`src/hw/rtl/sblp_pkg.sv`:
```
// Shared types and constants for the serial boot loader protocol block.
// No dependencies; imported by the engine, the result buffer and the top level.
package sblp_pkg;

  localparam logic [1:0] KIND_TX    = 2'd0;
  localparam logic [1:0] KIND_WRITE = 2'd1;
  localparam logic [1:0] KIND_JUMP  = 2'd2;

  localparam logic [7:0] CMD_LOAD = 8'h73;
  localparam logic [7:0] CMD_JUMP = 8'h6A;

  typedef struct packed {
    logic [1:0]  kind;
    logic [7:0]  tx_byte;
    logic [31:0] write_addr;
    logic [7:0]  write_data;
    logic [31:0] jump_addr;
  } res_t;

  typedef struct packed {
    logic valid;
    res_t res;
  } step_res_t;

endpackage

```
`src/hw/rtl/sblp_in_reg.sv`:
```
// Input register stage: holds one received byte until the engine takes it.
// Depends on nothing outside this file.
module sblp_in_reg (
  input  logic       clk,
  input  logic       rst,
  input  logic       in_valid,
  output logic       in_ready,
  input  logic [7:0] rx_byte,
  input  logic       take,
  output logic       q_valid,
  output logic [7:0] q_byte
);

  assign in_ready = !q_valid || take;

  always_ff @(posedge clk) begin
    if (rst) begin
      q_valid <= 1'b0;
    end else if (in_valid && in_ready) begin
      q_valid <= 1'b1;
    end else if (take) begin
      q_valid <= 1'b0;
    end
  end

  always_ff @(posedge clk) begin
    if (in_valid && in_ready) begin
      q_byte <= rx_byte;
    end
  end

endmodule

```
`src/hw/rtl/sblp_engine.sv`:
```
// Protocol engine: phase, word assembly, load counters and sum; one byte per step.
// Uses sblp_pkg for result types, kind codes and command bytes.
module sblp_engine (
  input  logic                clk,
  input  logic                rst,
  input  logic                step,
  input  logic [7:0]          rx_byte,
  output sblp_pkg::step_res_t step_res
);
  import sblp_pkg::*;

  localparam logic [2:0] PH_IDLE   = 3'd0;
  localparam logic [2:0] PH_S_LEN  = 3'd1;
  localparam logic [2:0] PH_S_ADDR = 3'd2;
  localparam logic [2:0] PH_S_DATA = 3'd3;
  localparam logic [2:0] PH_S_CHK  = 3'd4;
  localparam logic [2:0] PH_J_ADDR = 3'd5;

  logic [2:0]  phase, phase_next;
  logic [1:0]  word_byte_count, word_byte_count_next;
  logic [31:0] word_shift, word_shift_next;
  logic [31:0] load_length, load_length_next;
  logic [31:0] load_address, load_address_next;
  logic [31:0] bytes_done, bytes_done_next;
  logic [31:0] running_sum, running_sum_next;

  logic [31:0] shifted;
  logic        word_done;
  logic [1:0]  count_adv;
  logic [31:0] done_inc;

  assign shifted   = {word_shift[23:0], rx_byte};
  assign word_done = (word_byte_count == 2'd3);
  assign count_adv = word_done ? 2'd0 : word_byte_count + 2'd1;
  assign done_inc  = bytes_done + 32'd1;

  always_comb begin
    phase_next           = phase;
    word_byte_count_next = word_byte_count;
    word_shift_next      = word_shift;
    load_length_next     = load_length;
    load_address_next    = load_address;
    bytes_done_next      = bytes_done;
    running_sum_next     = running_sum;
    step_res             = '0;
    case (phase)
      PH_S_LEN: begin
        word_shift_next      = shifted;
        word_byte_count_next = count_adv;
        if (word_done) begin
          load_length_next = shifted;
          phase_next       = PH_S_ADDR;
        end
      end
      PH_S_ADDR: begin
        word_shift_next      = shifted;
        word_byte_count_next = count_adv;
        if (word_done) begin
          load_address_next = shifted;
          bytes_done_next   = '0;
          if (!load_length[31] && (load_length != 32'd0)) begin
            phase_next = PH_S_DATA;
          end else begin
            phase_next = PH_S_CHK;
          end
        end
      end
      PH_S_DATA: begin
        step_res.valid          = 1'b1;
        step_res.res.kind       = KIND_WRITE;
        step_res.res.write_addr = load_address + bytes_done;
        step_res.res.write_data = rx_byte;
        running_sum_next        = running_sum + {24'd0, rx_byte};
        bytes_done_next         = done_inc;
        if (done_inc == load_length) begin
          phase_next = PH_S_CHK;
        end
      end
      PH_S_CHK: begin
        word_shift_next      = shifted;
        word_byte_count_next = count_adv;
        if (word_done) begin
          step_res.valid       = 1'b1;
          step_res.res.kind    = KIND_TX;
          step_res.res.tx_byte = {7'd0, shifted != running_sum};
          phase_next           = PH_IDLE;
        end
      end
      PH_J_ADDR: begin
        word_shift_next      = shifted;
        word_byte_count_next = count_adv;
        if (word_done) begin
          step_res.valid         = 1'b1;
          step_res.res.kind      = KIND_JUMP;
          step_res.res.jump_addr = shifted;
          phase_next             = PH_IDLE;
        end
      end
      default: begin
        phase_next           = PH_IDLE;
        word_byte_count_next = 2'd0;
        if (rx_byte == CMD_LOAD) begin
          running_sum_next     = '0;
          bytes_done_next      = '0;
          phase_next           = PH_S_LEN;
          step_res.valid       = 1'b1;
          step_res.res.kind    = KIND_TX;
          step_res.res.tx_byte = CMD_LOAD;
        end else if (rx_byte == CMD_JUMP) begin
          phase_next           = PH_J_ADDR;
          step_res.valid       = 1'b1;
          step_res.res.kind    = KIND_TX;
          step_res.res.tx_byte = CMD_JUMP;
        end
      end
    endcase
  end

  always_ff @(posedge clk) begin
    if (rst) begin
      phase           <= PH_IDLE;
      word_byte_count <= 2'd0;
      word_shift      <= '0;
      load_length     <= '0;
      load_address    <= '0;
      bytes_done      <= '0;
      running_sum     <= '0;
    end else if (step) begin
      phase           <= phase_next;
      word_byte_count <= word_byte_count_next;
      word_shift      <= word_shift_next;
      load_length     <= load_length_next;
      load_address    <= load_address_next;
      bytes_done      <= bytes_done_next;
      running_sum     <= running_sum_next;
    end
  end

endmodule

```
`src/hw/rtl/sblp_out_buf.sv`:
```
// Two-entry result buffer: registers engine results and decouples output stalls.
// Uses sblp_pkg for the result type.
module sblp_out_buf (
  input  logic                clk,
  input  logic                rst,
  input  logic                push,
  input  sblp_pkg::res_t      push_data,
  output logic                has_space,
  output logic                out_valid,
  input  logic                out_ready,
  output sblp_pkg::res_t      out_data
);
  import sblp_pkg::*;

  res_t       entries [2];
  logic       wr_ptr;
  logic       rd_ptr;
  logic [1:0] count;
  logic       pop;

  assign has_space = (count != 2'd2);
  assign out_valid = (count != 2'd0);
  assign out_data  = entries[rd_ptr];
  assign pop       = out_valid && out_ready;

  always_ff @(posedge clk) begin
    if (rst) begin
      wr_ptr <= 1'b0;
      rd_ptr <= 1'b0;
      count  <= 2'd0;
    end else begin
      if (push) begin
        wr_ptr <= !wr_ptr;
      end
      if (pop) begin
        rd_ptr <= !rd_ptr;
      end
      if (push && !pop) begin
        count <= count + 2'd1;
      end else if (pop && !push) begin
        count <= count - 2'd1;
      end
    end
  end

  always_ff @(posedge clk) begin
    if (push) begin
      entries[wr_ptr] <= push_data;
    end
  end

endmodule

```
`src/hw/rtl/serial_boot_loader_protocol.sv`:
```
// Serial boot loader protocol: top level; input register, engine, result buffer.
// Each byte is held in the input register and its result in the result buffer; 1 byte per cycle while it has room.
// The engine takes one registered byte per cycle while the two-entry buffer has room.
// Synchronous reset returns to idle awaiting a command with all counters and sum zero.
// Depends on sblp_pkg, sblp_in_reg, sblp_engine and sblp_out_buf.
module serial_boot_loader_protocol (
  input  logic        clk,
  input  logic        rst,
  input  logic        in_valid,
  output logic        in_ready,
  input  logic [7:0]  rx_byte,
  output logic        out_valid,
  input  logic        out_ready,
  output logic [1:0]  out_kind,
  output logic [7:0]  tx_byte,
  output logic [31:0] write_addr,
  output logic [7:0]  write_data,
  output logic [31:0] jump_addr
);
  import sblp_pkg::*;

  logic      q_valid;
  logic [7:0] q_byte;
  logic      has_space;
  logic      step;
  step_res_t step_res;
  res_t      out_data;

  assign step = q_valid && has_space;

  sblp_in_reg u_in_reg (
    .clk      (clk),
    .rst      (rst),
    .in_valid (in_valid),
    .in_ready (in_ready),
    .rx_byte  (rx_byte),
    .take     (step),
    .q_valid  (q_valid),
    .q_byte   (q_byte)
  );

  sblp_engine u_engine (
    .clk      (clk),
    .rst      (rst),
    .step     (step),
    .rx_byte  (q_byte),
    .step_res (step_res)
  );

  sblp_out_buf u_out_buf (
    .clk       (clk),
    .rst       (rst),
    .push      (step && step_res.valid),
    .push_data (step_res.res),
    .has_space (has_space),
    .out_valid (out_valid),
    .out_ready (out_ready),
    .out_data  (out_data)
  );

  assign out_kind   = out_data.kind;
  assign tx_byte    = out_data.tx_byte;
  assign write_addr = out_data.write_addr;
  assign write_data = out_data.write_data;
  assign jump_addr  = out_data.jump_addr;

`ifndef SYNTHESIS
  a_in_captured: assert property (@(posedge clk) disable iff (rst)
    (in_valid && in_ready) |=> q_valid)
    else $error("accepted item not held in input register");

  a_kind_legal: assert property (@(posedge clk) disable iff (rst)
    out_valid |-> (out_kind == KIND_TX || out_kind == KIND_WRITE || out_kind == KIND_JUMP))
    else $error("illegal result kind");

  a_tx_clean: assert property (@(posedge clk) disable iff (rst)
    (out_valid && out_kind == KIND_TX) |-> (write_addr == 32'd0 && jump_addr == 32'd0))
    else $error("transmit result carries stray address");

  a_stall_blocks_step: assert property (@(posedge clk) disable iff (rst)
    !has_space |-> !step)
    else $error("engine stepped with result buffer full");
`endif

endmodule

```
`config.mk`:
```
export PLATFORM = sky130hd
export DESIGN_NAME = serial_boot_loader_protocol
export DESIGN_NICKNAME = d
export VERILOG_FILES = /design/src/hw/rtl/sblp_pkg.sv /design/src/hw/rtl/sblp_in_reg.sv /design/src/hw/rtl/sblp_engine.sv /design/src/hw/rtl/sblp_out_buf.sv /design/src/hw/rtl/serial_boot_loader_protocol.sv
export SDC_FILE = /design/constraint.sdc
export NUM_CORES = 1
export LEC_CHECK = 0
export BUFFER_PORTS_ARGS = -buffer_cell sky130_fd_sc_hd__buf_2
export CELL_PAD_IN_SITES_DETAIL_PLACEMENT = 0
export CELL_PAD_IN_SITES_GLOBAL_PLACEMENT = 2
export CORE_UTILIZATION = 29
export DETAILED_ROUTE_END_ITERATION = 7
export PLACE_DENSITY_LB_ADDON = 0.1
export SYNTH_ARGS = -nofsm -noshare
export SYNTH_HDL_FRONTEND = slang
export SYNTH_SLANG_ARGS = --single-unit
```
`constraint.sdc`:
```
create_clock -name clk -period 6.45 [get_ports clk]
set_clock_uncertainty 0.2 [all_clocks]
set_input_delay 0.645 -clock clk [delete_from_list [all_inputs] [get_ports clk]]
set_output_delay 0.645 -clock clk [all_outputs]
set_load 0.01 [all_outputs]
```
==> results of run 1 <==
## registers in the layout (all words and copies together) (netlist names), named ones only
signal                    flops
u_out_buf.entries           156
u_engine.bytes_done          32
u_engine.load_address        32
u_engine.load_length         32
u_engine.running_sum         32
u_engine.word_shift          24
u_in_reg.q_byte               8
u_engine.phase                3
u_engine.word_byte_count      2
u_out_buf.count               2
u_in_reg.q_valid              1
u_out_buf.rd_ptr              1
u_out_buf.wr_ptr              1
## logic make-up after synthesis
| logic type | share of synthesized area (%) |
|---|---|
| compound gates | 11.51 |
| fa+ha+maj | 3.524 |
| flops | 50.13 |
| mux | 6.051 |
| buf+inv | 3.738 |
| simple gates | 19.39 |
| xor+xnor | 5.630 |
| other cells | 0.02296 |
## per-layer routing
| layer | up-vias | share of wire, % | GRT usage [%] |
|---|---|---|---|
| li1 | 6117 | - | - |
| met1 | 6175 | 49 | 28.30 |
| met2 | 222 | 45 | 30.70 |
| met3 | 57 | 3.6 | 2.674 |
| met4 | 0 | 1.9 | 4.623 |
| met5 | - | 0 | 0 |
## cells in the final DEF (no fill, tap or decap), drive strengths merged, types with 5 or more instances in the layout
| master | n |
|---|---|
| nand4 | 31 |
| nand2b | 19 |
| or3 | 14 |
| a31oi | 14 |
| nand3b | 11 |
| or4 | 5 |
| nand3 | 27 |
| o21bai | 9 |
| nor2b | 6 |
| clkinv | 7 |
| dfxtp | 163 |
| clkbuf | 52 |
| and3 | 26 |
| nand2 | 259 |
| nor2 | 125 |
| o31ai | 6 |
| o21ai | 59 |
| and4 | 5 |
| a211oi | 9 |
| inv | 27 |
| a22oi | 18 |
| nor4 | 33 |
| a311oi | 6 |
| xor2 | 42 |
| a21oi | 155 |
| buf | 117 |
| mux2 | 78 |
| a21o | 12 |
| edfxtp | 164 |
| nor3 | 52 |
| xnor2 | 63 |
| mux2i | 11 |
| o21a | 7 |
| o211ai | 6 |
| ha | 42 |
| and2 | 36 |
## Yosys cell counts (all sizes together) (4+ instances only)
master	count	area (sq um)
xor2	42	367.9
nand2	259	972.2
buf	23	132.6
or4	5	37.54
ha	42	525.5
nor2	125	469.2
and4	5	46.30
a21oi	155	775.7
xnor2	63	551.8
nand3	27	147.6
a22oi	18	135.1
nand4	31	193.9
o211ai	6	45.04
o21bai	9	67.56
mux2i	11	110.1
o21ai	59	295.3
a31oi	14	87.58
a211oi	9	67.56
nand2b	19	118.9
and2	36	225.2
clkbuf	73	319.1
a311oi	6	52.55
o31ai	6	45.04
or2	4	25.02
inv	25	93.84
a21o	12	90.09
o21a	7	52.55
edfxtp	164	4925
or3	14	96.34
nor4	33	206.5
nand3b	11	82.58
dfxtp	163	3263
and3	26	163.9
mux2	78	878.3
nor2b	6	37.54
nor3	52	265.3
## worst paths after layout
kind | startpoint | slack [ns] | cells after the start | endpoint
setup / recovery | u_in_reg.q_byte[2] | 2.07 | 9 | u_out_buf.entries[1][52]
hold / removal | rx_byte[3] | 0.07 | 1 | u_in_reg.q_byte[3]
setup reg to reg | u_in_reg.q_byte[2] | 2.07 | 9 | u_out_buf.entries[1][52]
hold reg to reg | u_engine.load_address[22] | 0.26 | 2 | u_engine.load_address[22]
## power by group through the flow
stage                     Clock [mW]  Combinational [mW]  Sequential [mW]
final                           2.26               0.217             2.21
after global routing            2.40               0.234             2.21
after global placement             0               0.223             2.25
after CTS                       2.33               0.223             2.21
after floorplan                    0               0.151             2.23
after detailed placement           0               0.222             2.25
## final cells by class
type / instances / share of cell area, %
clock inverters: 15 / 1.075
inverters: 25 / 0.5009
clock buffers: 52 / 5.797
well taps: 748 / 4.995
multi-input cells: 1223 / 40.36
flip-flops and latches: 327 / 43.72
repair buffers: 117 / 3.526
diodes: 2 / 0.02671
## worst max-delay path: stages, from the launching register on
cell	delay, ns
edfxtp_1	0.52
nor4bb_1	0.32
nand2_1	0.10
or2_2	0.32
or4b_2	0.64
inv_1	0.12
nor2_1	0.10
a31oi_1	0.41
and2_4	0.71
buf_4	0.48
## through the flow
step	area, sq um	hold WS (ns)
floorplan	16340	0.2400
global placement	17440	0.2486
detailed placement	17440	0.2519
CTS	18730	0.03556
global route	18730	0.03731
finish	18740	0.07158
==> metrics.yaml, run 1 <==
status: "finished clean"
ys_warn_count: 0
insertion_delay_ns: 0.58
drt_pass1_iterations: 5
dieHeight_um: 239.3
fmax_ghz: 0.2281
ios: 96
routed-via-count: 12570
ant_nets: 0
final-hold-violation-count: 0
tritoncts: "built"
drive_gt1_share_pct: 15.63
multi_input_area_sq_um: 7561
dp.cells: 2440
cts_buffer_depth: 3
drv_cap: 0
seqPwrFrac_pct: 47.1
arrival_ns: 4.39
power_switching_mw: 1.074
h-tree-depth: 2
grt_max_degree: 75
cts_sinks: 327
die_w_um: 239.3
period_share_pct: 67.98
syn_area_per_cell_sq_um: 9.758
tns_ns: 0
synth-async-reset-ratio_pct: 0
clkTransAtPathRegs_ns: 0.06
p_clk_share_pct: 48.3
synth-seq-cells: 327
wl_per_cell_um: 22.29
final-seq-area_sq_um: 8192
finish.utilization_pct: 33.81
grt_pass1_wl_mm: 81.85
timing.final.ws_setup_ns: 2.065
nets: 1789
ir_drop_mv: 0.1485
hold_class: "primary input to flip-flop"
gp_congestion: 0.8277
synth_ff_type: "edfxtp_1"
area_growth_pct: 14.70
internal-power_mw: 3.610
grt-ovfl-total: 0
cellLeakagePower_nw: 6.333
cts_buffers: 39
netSwitchingFraction_pct: 22.93
drt_iter0_drc: 766
cts_hold_buf: 0
grt_pass1_vias: 12000
power_mw: 4.684
worst_pin_slew_ns: 1.031
routed_wl_mm: 55.92
stdcell_count: 2509
io_buffers: 93
clockRootBuffer: "clkbuf_16"
setup_viol: 0
std_cell_rows: 86
fillers: 5698
synth_seq_area_share_pct: 50.13
dpl.hpwl_mm: 39.28
cts_setup_buffers: 0
power.density_nw_per_um2: 250.0
netlist_area_sq_um: 16330
critPathRequiredTime_ns: 6.46
drc: 0
relSlewSlack_pct: 31.13
cp-start-kind: "flip-flop"
comb_power_share_pct: 4.6
synth_cells: 1674
dpl_worst_slack_ns: 2.072
ys_types: 74
worstPathMaxFanout: 52
dieArea_sq_um: 57280
rsz0062_at_grt: "no"
via_per_inst: 5.010
antenna_found_initial: 3
period_needed_ns: 4.385
cp-end-kind: "flip-flop"
crit_type: "flip-flop to flip-flop"
grt_use_total_pct: 19.59
synth_edf_count: 164
core_sq_um: 55420
drv_slew: 0
cts_resized: 0
initial_core_util_pct: 29.48
(Power assumes the default switching activity.)
==> run 2: changes to the inputs <==
Clock period 6.45 ns to 4.46 ns, I/O delays scaled along.
==> metrics.yaml, run 2 (synthesis gave the netlist of run 1 again) <==
status: "finished clean"
drv_cap: 0  # unchanged
setup_viol: 0  # unchanged
gp_congestion: 0.8624  # +4.2%
die_w_um: 239.3  # unchanged
drt_pass1_iterations: 5  # unchanged
grt-ovfl-total: 0  # unchanged
wl_per_cell_um: 21.67  # -2.8%
io_buffers: 93  # unchanged
h-tree-depth: 2  # unchanged
initial_core_util_pct: 29.48  # unchanged
crit_chain: "ha_1 -> o21ai_0 -> nor4_1 -> o21ai_0 -> a211oi_1 -> o21ai_0 -> o21ai_0 -> a31oi_1 -> mux2i_1"
rsz0062_at_grt: "no"
power.density_nw_per_um2: 374.2  # +50%
fmax_ghz: 0.2640  # +16%
worstPathMaxFanout: 13  # -75%
reg2regPathDepth: 9  # unchanged
dieHeight_um: 239.3  # unchanged
postLayoutCellArea_sq_um: 19260  # +2.8%
cts_setup_buffers: 0  # unchanged
crit_type: "flip-flop to flip-flop"
grt_max_degree: 110  # +47%
cts_resized: 0  # unchanged
dpl-instance-area_sq_um: 17650  # +1.2%
cp_common_cell: "o21ai_0"
critPathRequiredTime_ns: 4.57  # -1.89 ns
area_growth_pct: 17.91
hold_depth: 2  # +1
power_switching_mw: 1.638  # +52%
ios: 96  # unchanged
internal-power_mw: 5.569  # +54%
cp-start-kind: "flip-flop"
grt_pass1_wl_mm: 81.43  # -0.51%
fillers: 5715  # +0.30%
final_common_cell: "nand2_1"
finish.utilization_pct: 34.76  # +0.95 points
clkTransAtPathRegs_ns: 0.06  # about the same
core_sq_um: 55420  # unchanged
routed_wl_mm: 55.21  # -1.3%
routed-via-count: 12650  # +0.64%
slowest_stage: "nor4_1"
cts_hold_buf: 9  # +9
cts_buffer_depth: 3  # unchanged
p_clk_share_pct: 51.1  # +2.8 points
cts_buffers: 42  # +7.7%
tritoncts: "built"
hold_class: "primary input to flip-flop"
period_needed_ns: 3.788  # -0.5975 ns
std_cell_rows: 86  # unchanged
final_cell_mix: "nand2_1, edfxtp_1, dfxtp_1"
seqPwrFrac_pct: 44.0  # -3.1 points
dpl_worst_slack_ns: 0.6700  # -1.402 ns
worst_pin_slew_ns: 1.017  # -0.01335 ns
clockRootBuffer: "clkbuf_16"
final-hold-violation-count: 0  # unchanged
multi_input_area_sq_um: 7561  # unchanged
nets: 1823  # +1.9%
largest_reg_flops: 156  # unchanged
cellLeakagePower_nw: 6.846  # +8.1%
drc: 0  # unchanged
grt_pass1_vias: 12440  # +3.7%
cp.depth: 9  # unchanged
dpl.hpwl_mm: 38.79  # -1.2%
ir_drop_mv: 0.3030  # +100%
drv_slew: 0  # unchanged
drt_iter0_drc: 809  # +5.6%
cp-end-kind: "flip-flop"
dieArea_sq_um: 57280  # unchanged
power_mw: 7.207  # +54%
crit_path_max_incr_delay_ns: 0.48  # -0.23 ns
crit_family: "compound AO/OA/AOI/OAI gates"
netSwitchingFraction_pct: 22.73  # -0.21 points
cts_sinks: 327  # unchanged
final-seq-area_sq_um: 8192  # unchanged
ant_nets: 0  # unchanged
tns_ns: 0  # unchanged
via_per_inst: 4.965  # -0.90%
critical_path_buf_inv_count: 0  # -2
comb_power_share_pct: 4.9  # +0.3 points
grt_use_total_pct: 19.32  # -0.27 points
insertion_delay_ns: 0.58  # about the same
antenna_found_initial: 2  # -1
top_register: "u_out_buf.entries"
arrival_ns: 3.90  # -0.49 ns
timing.final.ws_setup_ns: 0.6725  # -1.393 ns
relSlewSlack_pct: 31.56  # +0.43 points
period_share_pct: 84.92  # +17 points
drive_gt1_share_pct: 17.29  # +1.7 points
run 2: path summary, 6_finish.rpt:
| kind | start | endpoint | slack, ns |
|---|---|---|---|
| worst max-delay path | u_engine.bytes_done[2] | u_out_buf.entries[1][71] | 0.67 |
| worst min register to register | u_engine.load_address[15] | u_engine.load_address[15] | 0.26 |
| worst max register to register | u_engine.bytes_done[2] | u_out_buf.entries[1][71] | 0.67 |
| worst min-delay path | rst | u_engine.load_length[5] | 0.13 |
run 2: per-stage QoR:
step | cells | hold slack (ns)
6_report | 2548 | 0.1264
5_1_grt | 2547 | 0.1278
4_1_cts | 2547 | 0.09395
3_5_place_dp | 2462 | 0.2525
3_3_place_gp | 2462 | 0.2484
2_1_floorplan | 1675 | 0.2400
run 2: power by group through the flow:
stage	sequential [mW]	combinational (mW)	clock, mW
2_1_floorplan	3.22	0.218	0
3_3_place_gp	3.24	0.354	0
3_5_place_dp	3.24	0.353	0
4_1_cts	3.17	0.360	3.79
5_1_grt	3.17	0.379	3.90
6_report	3.17	0.351	3.68
run 2: area by class of cell:
class	instances	area share [%]
Inverter	25	0.4872
Multi-Input combinational cell	1223	39.26
Antenna cell	1	0.01299
Clock buffer	55	6.295
Clock inverter	21	1.605
Tap cell	748	4.859
Sequential cell	327	42.53
Timing Repair Buffer	148	4.950
run 2: metal layers:
layer | vias up | GRT usage [%] | wire [um]
li1 | 6191 | - | -
met1 | 6224 | 28.14 | 28280
met2 | 178 | 30.30 | 24560
met3 | 59 | 2.409 | 1477
met4 | 0 | 4.312 | 892
met5 | - | 0 | 0
